==> config.mk <==
export PLATFORM = sky130hd
export DESIGN_NAME = sip_div_stage
export DESIGN_NICKNAME = d
export VERILOG_FILES = /design/src/rtl/segment_intersection_point_defines.svh /design/src/rtl/sip_pkg.sv /design/src/rtl/sip_div_stage.sv
export SDC_FILE = /design/constraint.sdc
export NUM_CORES = 1
export LEC_CHECK = 0
export BUFFER_PORTS_ARGS = -buffer_cell sky130_fd_sc_hd__buf_4
export CORE_MARGIN = 2
export CORE_UTILIZATION = 45
export DETAILED_ROUTE_END_ITERATION = 8
export HOLD_SLACK_MARGIN = 0.03
export PLACE_DENSITY_LB_ADDON = 0.25
export SYNTH_ARGS = -nofsm -noshare
export SYNTH_HDL_FRONTEND = slang
export SYNTH_SLANG_ARGS = --single-unit
==> constraint.sdc <==
create_clock -name aclk -period 30 [get_ports aclk]
set_clock_uncertainty 0.1 [all_clocks]
set_input_delay 4.5 -clock aclk [delete_from_list [all_inputs] [get_ports aclk]]
set_output_delay 4.5 -clock aclk [all_outputs]
set_load 0.1 [all_outputs]
==> src/rtl/segment_intersection_point_defines.svh <==
// Assertion macros used by the segment intersection top level.
`ifndef SEGMENT_INTERSECTION_POINT_DEFINES_SVH
`define SEGMENT_INTERSECTION_POINT_DEFINES_SVH

// Same-cycle implication, checked on aclk outside reset.
`define SIP_ASSERT_NOW(label, ante, cons) \
    label: assert property (@(posedge aclk) disable iff (!aresetn) (ante) |-> (cons)) \
        else $error("segment intersection check failed");

// Next-cycle implication, checked on aclk outside reset.
`define SIP_ASSERT_NEXT(label, ante, cons) \
    label: assert property (@(posedge aclk) disable iff (!aresetn) (ante) |=> (cons)) \
        else $error("segment intersection check failed");

`endif

==> src/rtl/sip_pkg.sv <==
// Shared types for the segment intersection pipeline.
package sip_pkg;

    typedef enum logic [1:0] {
        ORIENT_COLLINEAR = 2'd0,
        ORIENT_POS       = 2'd1,
        ORIENT_NEG       = 2'd2
    } orient_t;

    // Control bits that ride along with each word through the pipeline.
    typedef struct packed {
        logic valid;
        logic hit;
        logic par;
        logic neg_x;
        logic neg_y;
    } pipe_ctl_t;

endpackage

==> src/rtl/sip_div_stage.sv <==
// One quotient bit of the scaled division, for both axes.
module sip_div_stage
    import sip_pkg::*;
#(
    parameter int COORD_BITS = 16,
    parameter int BIT        = 0
) (
    input  logic                         aclk,
    input  logic                         aresetn,
    input  logic                         en,
    input  pipe_ctl_t                    ctl_i,
    input  logic [2*COORD_BITS+2:0]      dd_i,
    input  logic [2*COORD_BITS+2:0]      num_i,
    input  logic [COORD_BITS:0]          mag_x_i,
    input  logic [COORD_BITS:0]          mag_y_i,
    input  logic [2*COORD_BITS+4:0]      rem_x_i,
    input  logic [2*COORD_BITS+4:0]      rem_y_i,
    input  logic [COORD_BITS:0]          quo_x_i,
    input  logic [COORD_BITS:0]          quo_y_i,
    input  logic signed [COORD_BITS-1:0] p1x_i,
    input  logic signed [COORD_BITS-1:0] p1y_i,
    output pipe_ctl_t                    ctl_o,
    output logic [2*COORD_BITS+2:0]      dd_o,
    output logic [2*COORD_BITS+2:0]      num_o,
    output logic [COORD_BITS:0]          mag_x_o,
    output logic [COORD_BITS:0]          mag_y_o,
    output logic [2*COORD_BITS+4:0]      rem_x_o,
    output logic [2*COORD_BITS+4:0]      rem_y_o,
    output logic [COORD_BITS:0]          quo_x_o,
    output logic [COORD_BITS:0]          quo_y_o,
    output logic signed [COORD_BITS-1:0] p1x_o,
    output logic signed [COORD_BITS-1:0] p1y_o
);
    localparam int W1 = COORD_BITS + 1;
    localparam int WD = 2 * COORD_BITS + 3;
    localparam int WR = WD + 2;

    // Double the remainder, reduce, then add the numerator if this bit of
    // the multiplier is set and reduce again.
    function automatic logic [WR+W1-1:0] step(input logic [WR-1:0] r, input logic [W1-1:0] q,
                                              input logic mbit);
        logic [WR-1:0] rr;
        logic [W1-1:0] qq;
        rr = r << 1;
        qq = q << 1;
        if (rr >= WR'(dd_i)) begin
            qq = qq + 1'b1;
            rr = rr - WR'(dd_i);
        end
        if (mbit) begin
            rr = rr + WR'(num_i);
            if (rr >= WR'(dd_i)) begin
                qq = qq + 1'b1;
                rr = rr - WR'(dd_i);
            end
        end
        return {rr, qq};
    endfunction

    logic [WR+W1-1:0] sx_c, sy_c;
    assign sx_c = step(rem_x_i, quo_x_i, mag_x_i[BIT]);
    assign sy_c = step(rem_y_i, quo_y_i, mag_y_i[BIT]);

    always_ff @(posedge aclk) begin
        if (!aresetn) begin
            ctl_o <= '0;
        end else if (en) begin
            ctl_o <= ctl_i;
        end
    end

    always_ff @(posedge aclk) begin
        if (en) begin
            dd_o    <= dd_i;
            num_o   <= num_i;
            mag_x_o <= mag_x_i;
            mag_y_o <= mag_y_i;
            rem_x_o <= sx_c[WR+W1-1:W1];
            quo_x_o <= sx_c[W1-1:0];
            rem_y_o <= sy_c[WR+W1-1:W1];
            quo_y_o <= sy_c[W1-1:0];
            p1x_o   <= p1x_i;
            p1y_o   <= p1y_i;
        end
    end

endmodule

==> results of run 1 <==
-- worst paths after layout --
check	startpoint	endpoint	slack, ns	depth (start not counted)
max reg2reg	ctl_o[0]$_SDFFE_PN0P_	ctl_o[0]$_SDFFE_PN0P_	29.29	2
min reg2reg	ctl_o[3]$_SDFFE_PN0P_	ctl_o[3]$_SDFFE_PN0P_	0.43	2
min	ctl_o[3]$_SDFFE_PN0P_	ctl_o[3]$_SDFFE_PN0P_	0.43	2
max	dd_i[1]	rem_x_o[30]$_DFFE_PP_	14.31	38
-- state kept, by name (all words and copies together) (netlist names) --
| register | cells |
|---|---|
| p1y_o | 16 |
| quo_y_o | 17 |
| rem_x_o | 37 |
| p1x_o | 16 |
| mag_x_o | 17 |
| ctl_o | 5 |
| rem_y_o | 37 |
| quo_x_o | 17 |
| num_o | 35 |
| mag_y_o | 17 |
| dd_o | 35 |
-- per-layer routing --
layer | track usage | up-vias | wire length (µm)
met5 | 0 | - | 13
met4 | 0.0974 | 2 | 2530
met3 | 0.0474 | 122 | 5640
met2 | 0.506 | 852 | 36400
met1 | 0.362 | 9473 | 30500
li1 | - | 9671 | -
-- layout make-up --
cell class                 count  area [µm²]  area share
antenna                        3        7.51    0.000280
clock buffer                  37         756      0.0282
clock inverter                13         119     0.00443
inverter                      98         368      0.0137
multi-input combinational   1904       13600       0.506
sequential                   249        7430       0.277
tap                          615         769      0.0287
timing repair buffer         505        3800       0.142
-- power groups by stage --
stage / sequential (mW) / combinational [mW] / clock (mW)
3_5_place_dp: 0.488 / 1.64 / 0
2_1_floorplan: 0.910 / 0.856 / 0
3_3_place_gp: 0.487 / 1.63 / 0
6_report: 0.480 / 1.67 / 0.335
5_1_grt: 0.487 / 1.78 / 0.354
4_1_cts: 0.481 / 1.65 / 0.341
-- cells in the mapped netlist, drive strengths merged (6+ instances only) --
cell type  number
a21oi         283
edfxtp        244
ha            215
nor2          190
o21ai         158
nand2         156
xnor2         135
a21o          108
inv            98
xor2           76
mux2i          66
clkbuf         46
nand3          38
nor3           37
and3           35
nand4          34
nand2b         30
o21a           29
nor2b          28
mux2           25
o21bai         24
a211oi         23
a31oi          20
buf            17
o31ai          12
nor4           11
a221oi         10
and2           10
and4            9
o211ai          9
or3             9
a31o            7
nor3b           7
a2111oi         6
fa              6
-- worst max-delay path: cells and delay by family --
| kind | cells | cell delay, ns |
|---|---|---|
| fa+ha+maj | 4 | 1.37 |
| buf+inv | 4 | 1.29 |
| compound gates | 21 | 6.25 |
| mux | 2 | 0.67 |
| simple gates | 6 | 1.61 |
| xor+xnor | 1 | 0.16 |
-- per-stage QoR --
| step | util | instances | cell area (µm²) |
|---|---|---|---|
| floorplan | - | 2314 | 21700 |
| global placement | 0.544 | 3371 | 25900 |
| detailed placement | 0.544 | 3371 | 25900 |
| CTS | 0.563 | 3421 | 26800 |
| global route | 0.563 | 3424 | 26800 |
| finish | 0.563 | 3424 | 26800 |
-- kinds of logic (layout without fill, tap and decap cells) --
family          Yosys count  in the layout  synth area share
xor+xnor                211            211            0.0852
fa+ha+maj               221            221             0.130
mux                      91             91            0.0438
compound gates          762            762             0.226
buf+inv                 161            653            0.0329
flops                   249            249             0.342
simple gates            619            619             0.140
other cells               0              3                 0
==> flow_summary.ini, run 1 <==
[outcome]
status = finished clean

[floorplan]
die_w_um = 224
initial_core_util = 0.455
core-area_um2 = 47600
ioPinCount = 501
die_height_um = 224
rows = 80
dieArea_um2 = 50000

[pwr]
intPower_mw = 1.21
p_leak_nw = 11.8
power_frac_comb = 0.672
ir_drop_mv = 0.0580
p_per_area_nw_per_um2 = 92.7
pwr-share-seq = 0.193
power.share.clock = 0.135
p_sw_mw = 1.28
switching_share = 0.515
power_mw = 2.49

[worst_setup_path]
crit_path_top_delay_cell = a2111oi_0
worstPathRequired_ns = 30.23
arrival_ns = 15.92
crit_fanout = 53
crit_path_max_incr_delay_ns = 0.80
critPathLaunchType = input port
critical_path_class = input port to flop
crit_path_end_kind = flop

[timing]
maxSlewHeadroom = 0.330
worst_slack_ns = 14.31
hold_violations = 0
setup_viol = 0
grt_setup_unrepaired = false
period_share = 0.523
worst_slew_pin_slew_ns = 0.996
tns_ns = 0
drv_slew = 0
fmaxAchievable_mhz = 63.7
fin_crit_ns = 15.69
whs_ns = 0.425

[synth]
syn_area_um2 = 21700
yosysTopAreaCell = edfxtp_1
yosysWarnings = 0
syn_area_per_cell_um2 = 9.37
synthCells = 2314
yosysUniqueCellTypes = 102
synth_nets = 2787
synth-seq-cells = 249
synth_seq_area_share = 0.342
yosysTopAreaCellShare = 0.338
synth_top_cells_by_area = edfxtp_1 (34%), ha_1 (12%), a21oi_1 (6.4%)
async_flop_share = 0
synthFlopType = edfxtp_1
synth_edf_count = 244

[placed_design]
gp_congestion = 0.987
dp_hpwl_um = 60200
preCtsSetupSlack_ns = 13.94
port_buffers = 496

[cells_and_area]
drive_gt1_frac = 0.222
num-fill-cells = 4213
fin_nets = 3259
layout_common_cells = buf_4 (504), a21oi_1 (279), edfxtp_1 (244), ha_1 (215), nor2_1 (190)
area.growth.synth_to_final_pct = 23.6
layout_commonest_cell = buf_4

[global_route]
grt_pass1_vias = 18935
antenna_found_initial = 4
grt_remaining_overflow = 0
grt_pass1_wl_um = 112000
grt_max_degree = 110
track_usage = 0.289

[clock_tree]
cts-hold-fix-buffers = 0
insertion_delay_ns = 0.58
cts_root_buf = clkbuf_16
clkTransAtPathRegs_ns = 0.06
numCtsBuffers = 28
cts_tree = built
cts.repair.resized = 0
cts-htree-levels = 1
clock_sinks = 249
cts_buffer_depth = 3
postCtsSetupRepairBufs = 0

[routing]
first_pass_iters = 6
vias_per_cell = 5.88
vias = 20120
antenna_left = 0
wl_um = 75100
drtIter0Drc = 1592
drc_errors = 0
wire_per_inst_um = 21.9

[flow_run]
cap_viol_max_count = 0

[hold_path]
hp-class = flop to flop
(Power assumes the default switching activity.)
==> run 2, diff against run 1 <==
==> constraint.sdc (replaced) <==
create_clock -name aclk -period 16.25 [get_ports aclk]
set_clock_uncertainty 0.1 [all_clocks]
set_input_delay 2.4375 -clock aclk [delete_from_list [all_inputs] [get_ports aclk]]
set_output_delay 2.4375 -clock aclk [all_outputs]
set_load 0.1 [all_outputs]
==> flow_summary.ini, run 2 (synthesized netlist as in run 1, its figures left out) <==
[clock_tree]
cts_root_buf = clkbuf_16
clock_sinks = 249
cts_buffer_depth = 3
cts_tree = built
clkTransAtPathRegs_ns = 0.06
cts.repair.resized = 0
postCtsSetupRepairBufs = 0
numCtsBuffers = 30
cts-hold-fix-buffers = 0
insertion_delay_ns = 0.56
cts-htree-levels = 1

[timing]
hold_violations = 0
maxSlewHeadroom = 0.299
fin_crit_ns = 13.59
tns_ns = 0
worst_slew_pin_slew_ns = 1.04
fmaxAchievable_mhz = 73.6
setup_viol = 0
drv_slew = 0
whs_ns = 0.426
period_share = 0.836
grt_setup_unrepaired = false
worst_slack_ns = 2.66

[global_route]
grt_pass1_vias = 19165
grt_remaining_overflow = 0
antenna_found_initial = 6
grt_max_degree = 108
track_usage = 0.287
grt_pass1_wl_um = 111000

[placed_design]
dpl_cell_area_um2 = 25900
preCtsSetupSlack_ns = 2.38
gp_congestion = 1.00
port_buffers = 496
dp_hpwl_um = 60100

[pwr]
ir_drop_mv = 0.101
pwr-share-seq = 0.191
power_frac_comb = 0.660
switching_share = 0.510
p_leak_nw = 11.8
intPower_mw = 2.28
p_sw_mw = 2.38
p_per_area_nw_per_um2 = 173
power.share.clock = 0.149

[outcome]
status = finished clean

[worst_setup_path]
critPathLaunchType = input port
crit_fanout = 53
critical_path_class = input port to flop
crit_path_end_kind = flop
worstPathRequired_ns = 16.47
crit_path_top_delay_cell = a2111oi_0
crit_path_max_incr_delay_ns = 0.71
arrival_ns = 13.81
worst-r2r-cell-count = 2

[floorplan]
dieArea_um2 = 50000
die_w_um = 224
ioPinCount = 501
die_height_um = 224
initial_core_util = 0.455
core-area_um2 = 47600
rows = 80

[cells_and_area]
postLayoutCoreUtil = 0.566
multi_input_area_um2 = 13600
top_regs = rem_x_o: 37 flops, rem_y_o: 37 flops
area.growth.synth_to_final_pct = 24.4
layout_common_cells = buf_4 (504), a21oi_1 (279), edfxtp_1 (244), ha_1 (215), nor2_1 (190)
num-fill-cells = 4231
drive_gt1_frac = 0.226
fin_nets = 3261
final_area_um2 = 27000
seq_area_um2 = 7430
layout_commonest_cell = buf_4

[routing]
first_pass_iters = 5
wire_per_inst_um = 21.8
drtIter0Drc = 1363
antenna_left = 0
wl_um = 74800
vias = 19967
vias_per_cell = 5.81
drc_errors = 0

[hold_path]
hp-class = flop to flop
worstHoldPathCells = 2

[flow_run]
cap_viol_max_count = 0
run 2: stage by stage:
step | power (mW) | instances
after detailed placement | 3.93 | 3371
after CTS | 4.65 | 3427
final | 4.66 | 3434
after global placement | 3.90 | 3371
after floorplan | 3.26 | 2314
after global routing | 4.91 | 3433
run 2: worst max-delay path: cells and delay by family:
| kind | cells | cell delay, ns |
|---|---|---|
| xor gates and xnor gates | 1 | 0.16 |
| muxes | 2 | 0.66 |
| adders and majority gates | 4 | 1.36 |
| AOI/OAI and AO/OA | 21 | 6.20 |
| and+or+nand+nor | 6 | 1.61 |
| buffers and inverters | 4 | 1.27 |
run 2: final cells by class:
type / instances / share of cell area
multi-input cells: 1904 / 0.503
clock inverters: 18 / 0.00696
well taps: 615 / 0.0285
inverters: 98 / 0.0136
clock buffers: 38 / 0.0312
flip-flops and latches: 249 / 0.275
diodes: 7 / 0.000649
repair buffers: 505 / 0.141
run 2: path summary, 6_finish.rpt:
kind                              start                     to  slack, ns
setup reg to reg  ctl_o[3]$_SDFFE_PN0P_  ctl_o[3]$_SDFFE_PN0P_      15.54
setup / recovery                dd_i[1]  rem_x_o[22]$_DFFE_PP_       2.66
hold / removal    ctl_o[2]$_SDFFE_PN0P_  ctl_o[2]$_SDFFE_PN0P_       0.43
hold reg to reg   ctl_o[2]$_SDFFE_PN0P_  ctl_o[2]$_SDFFE_PN0P_       0.43
run 2: layer usage:
| layer | vias up | wire length (µm) | GRT usage |
|---|---|---|---|
| met5 | - | 0 | 0 |
| met4 | 0 | 3070 | 0.124 |
| met3 | 130 | 5100 | 0.0445 |
| met2 | 743 | 36100 | 0.495 |
| met1 | 9424 | 30500 | 0.356 |
| li1 | 9670 | - | - |
run 2: power groups by stage:
stage                     logic (mW)  registers [mW]  clock network, mW
after floorplan                 1.58            1.68                  0
after global placement          3.00           0.900                  0
after detailed placement        3.03           0.903                  0
after CTS                       3.05           0.891              0.708
after global routing            3.28           0.901              0.729
final                           3.08           0.890              0.694
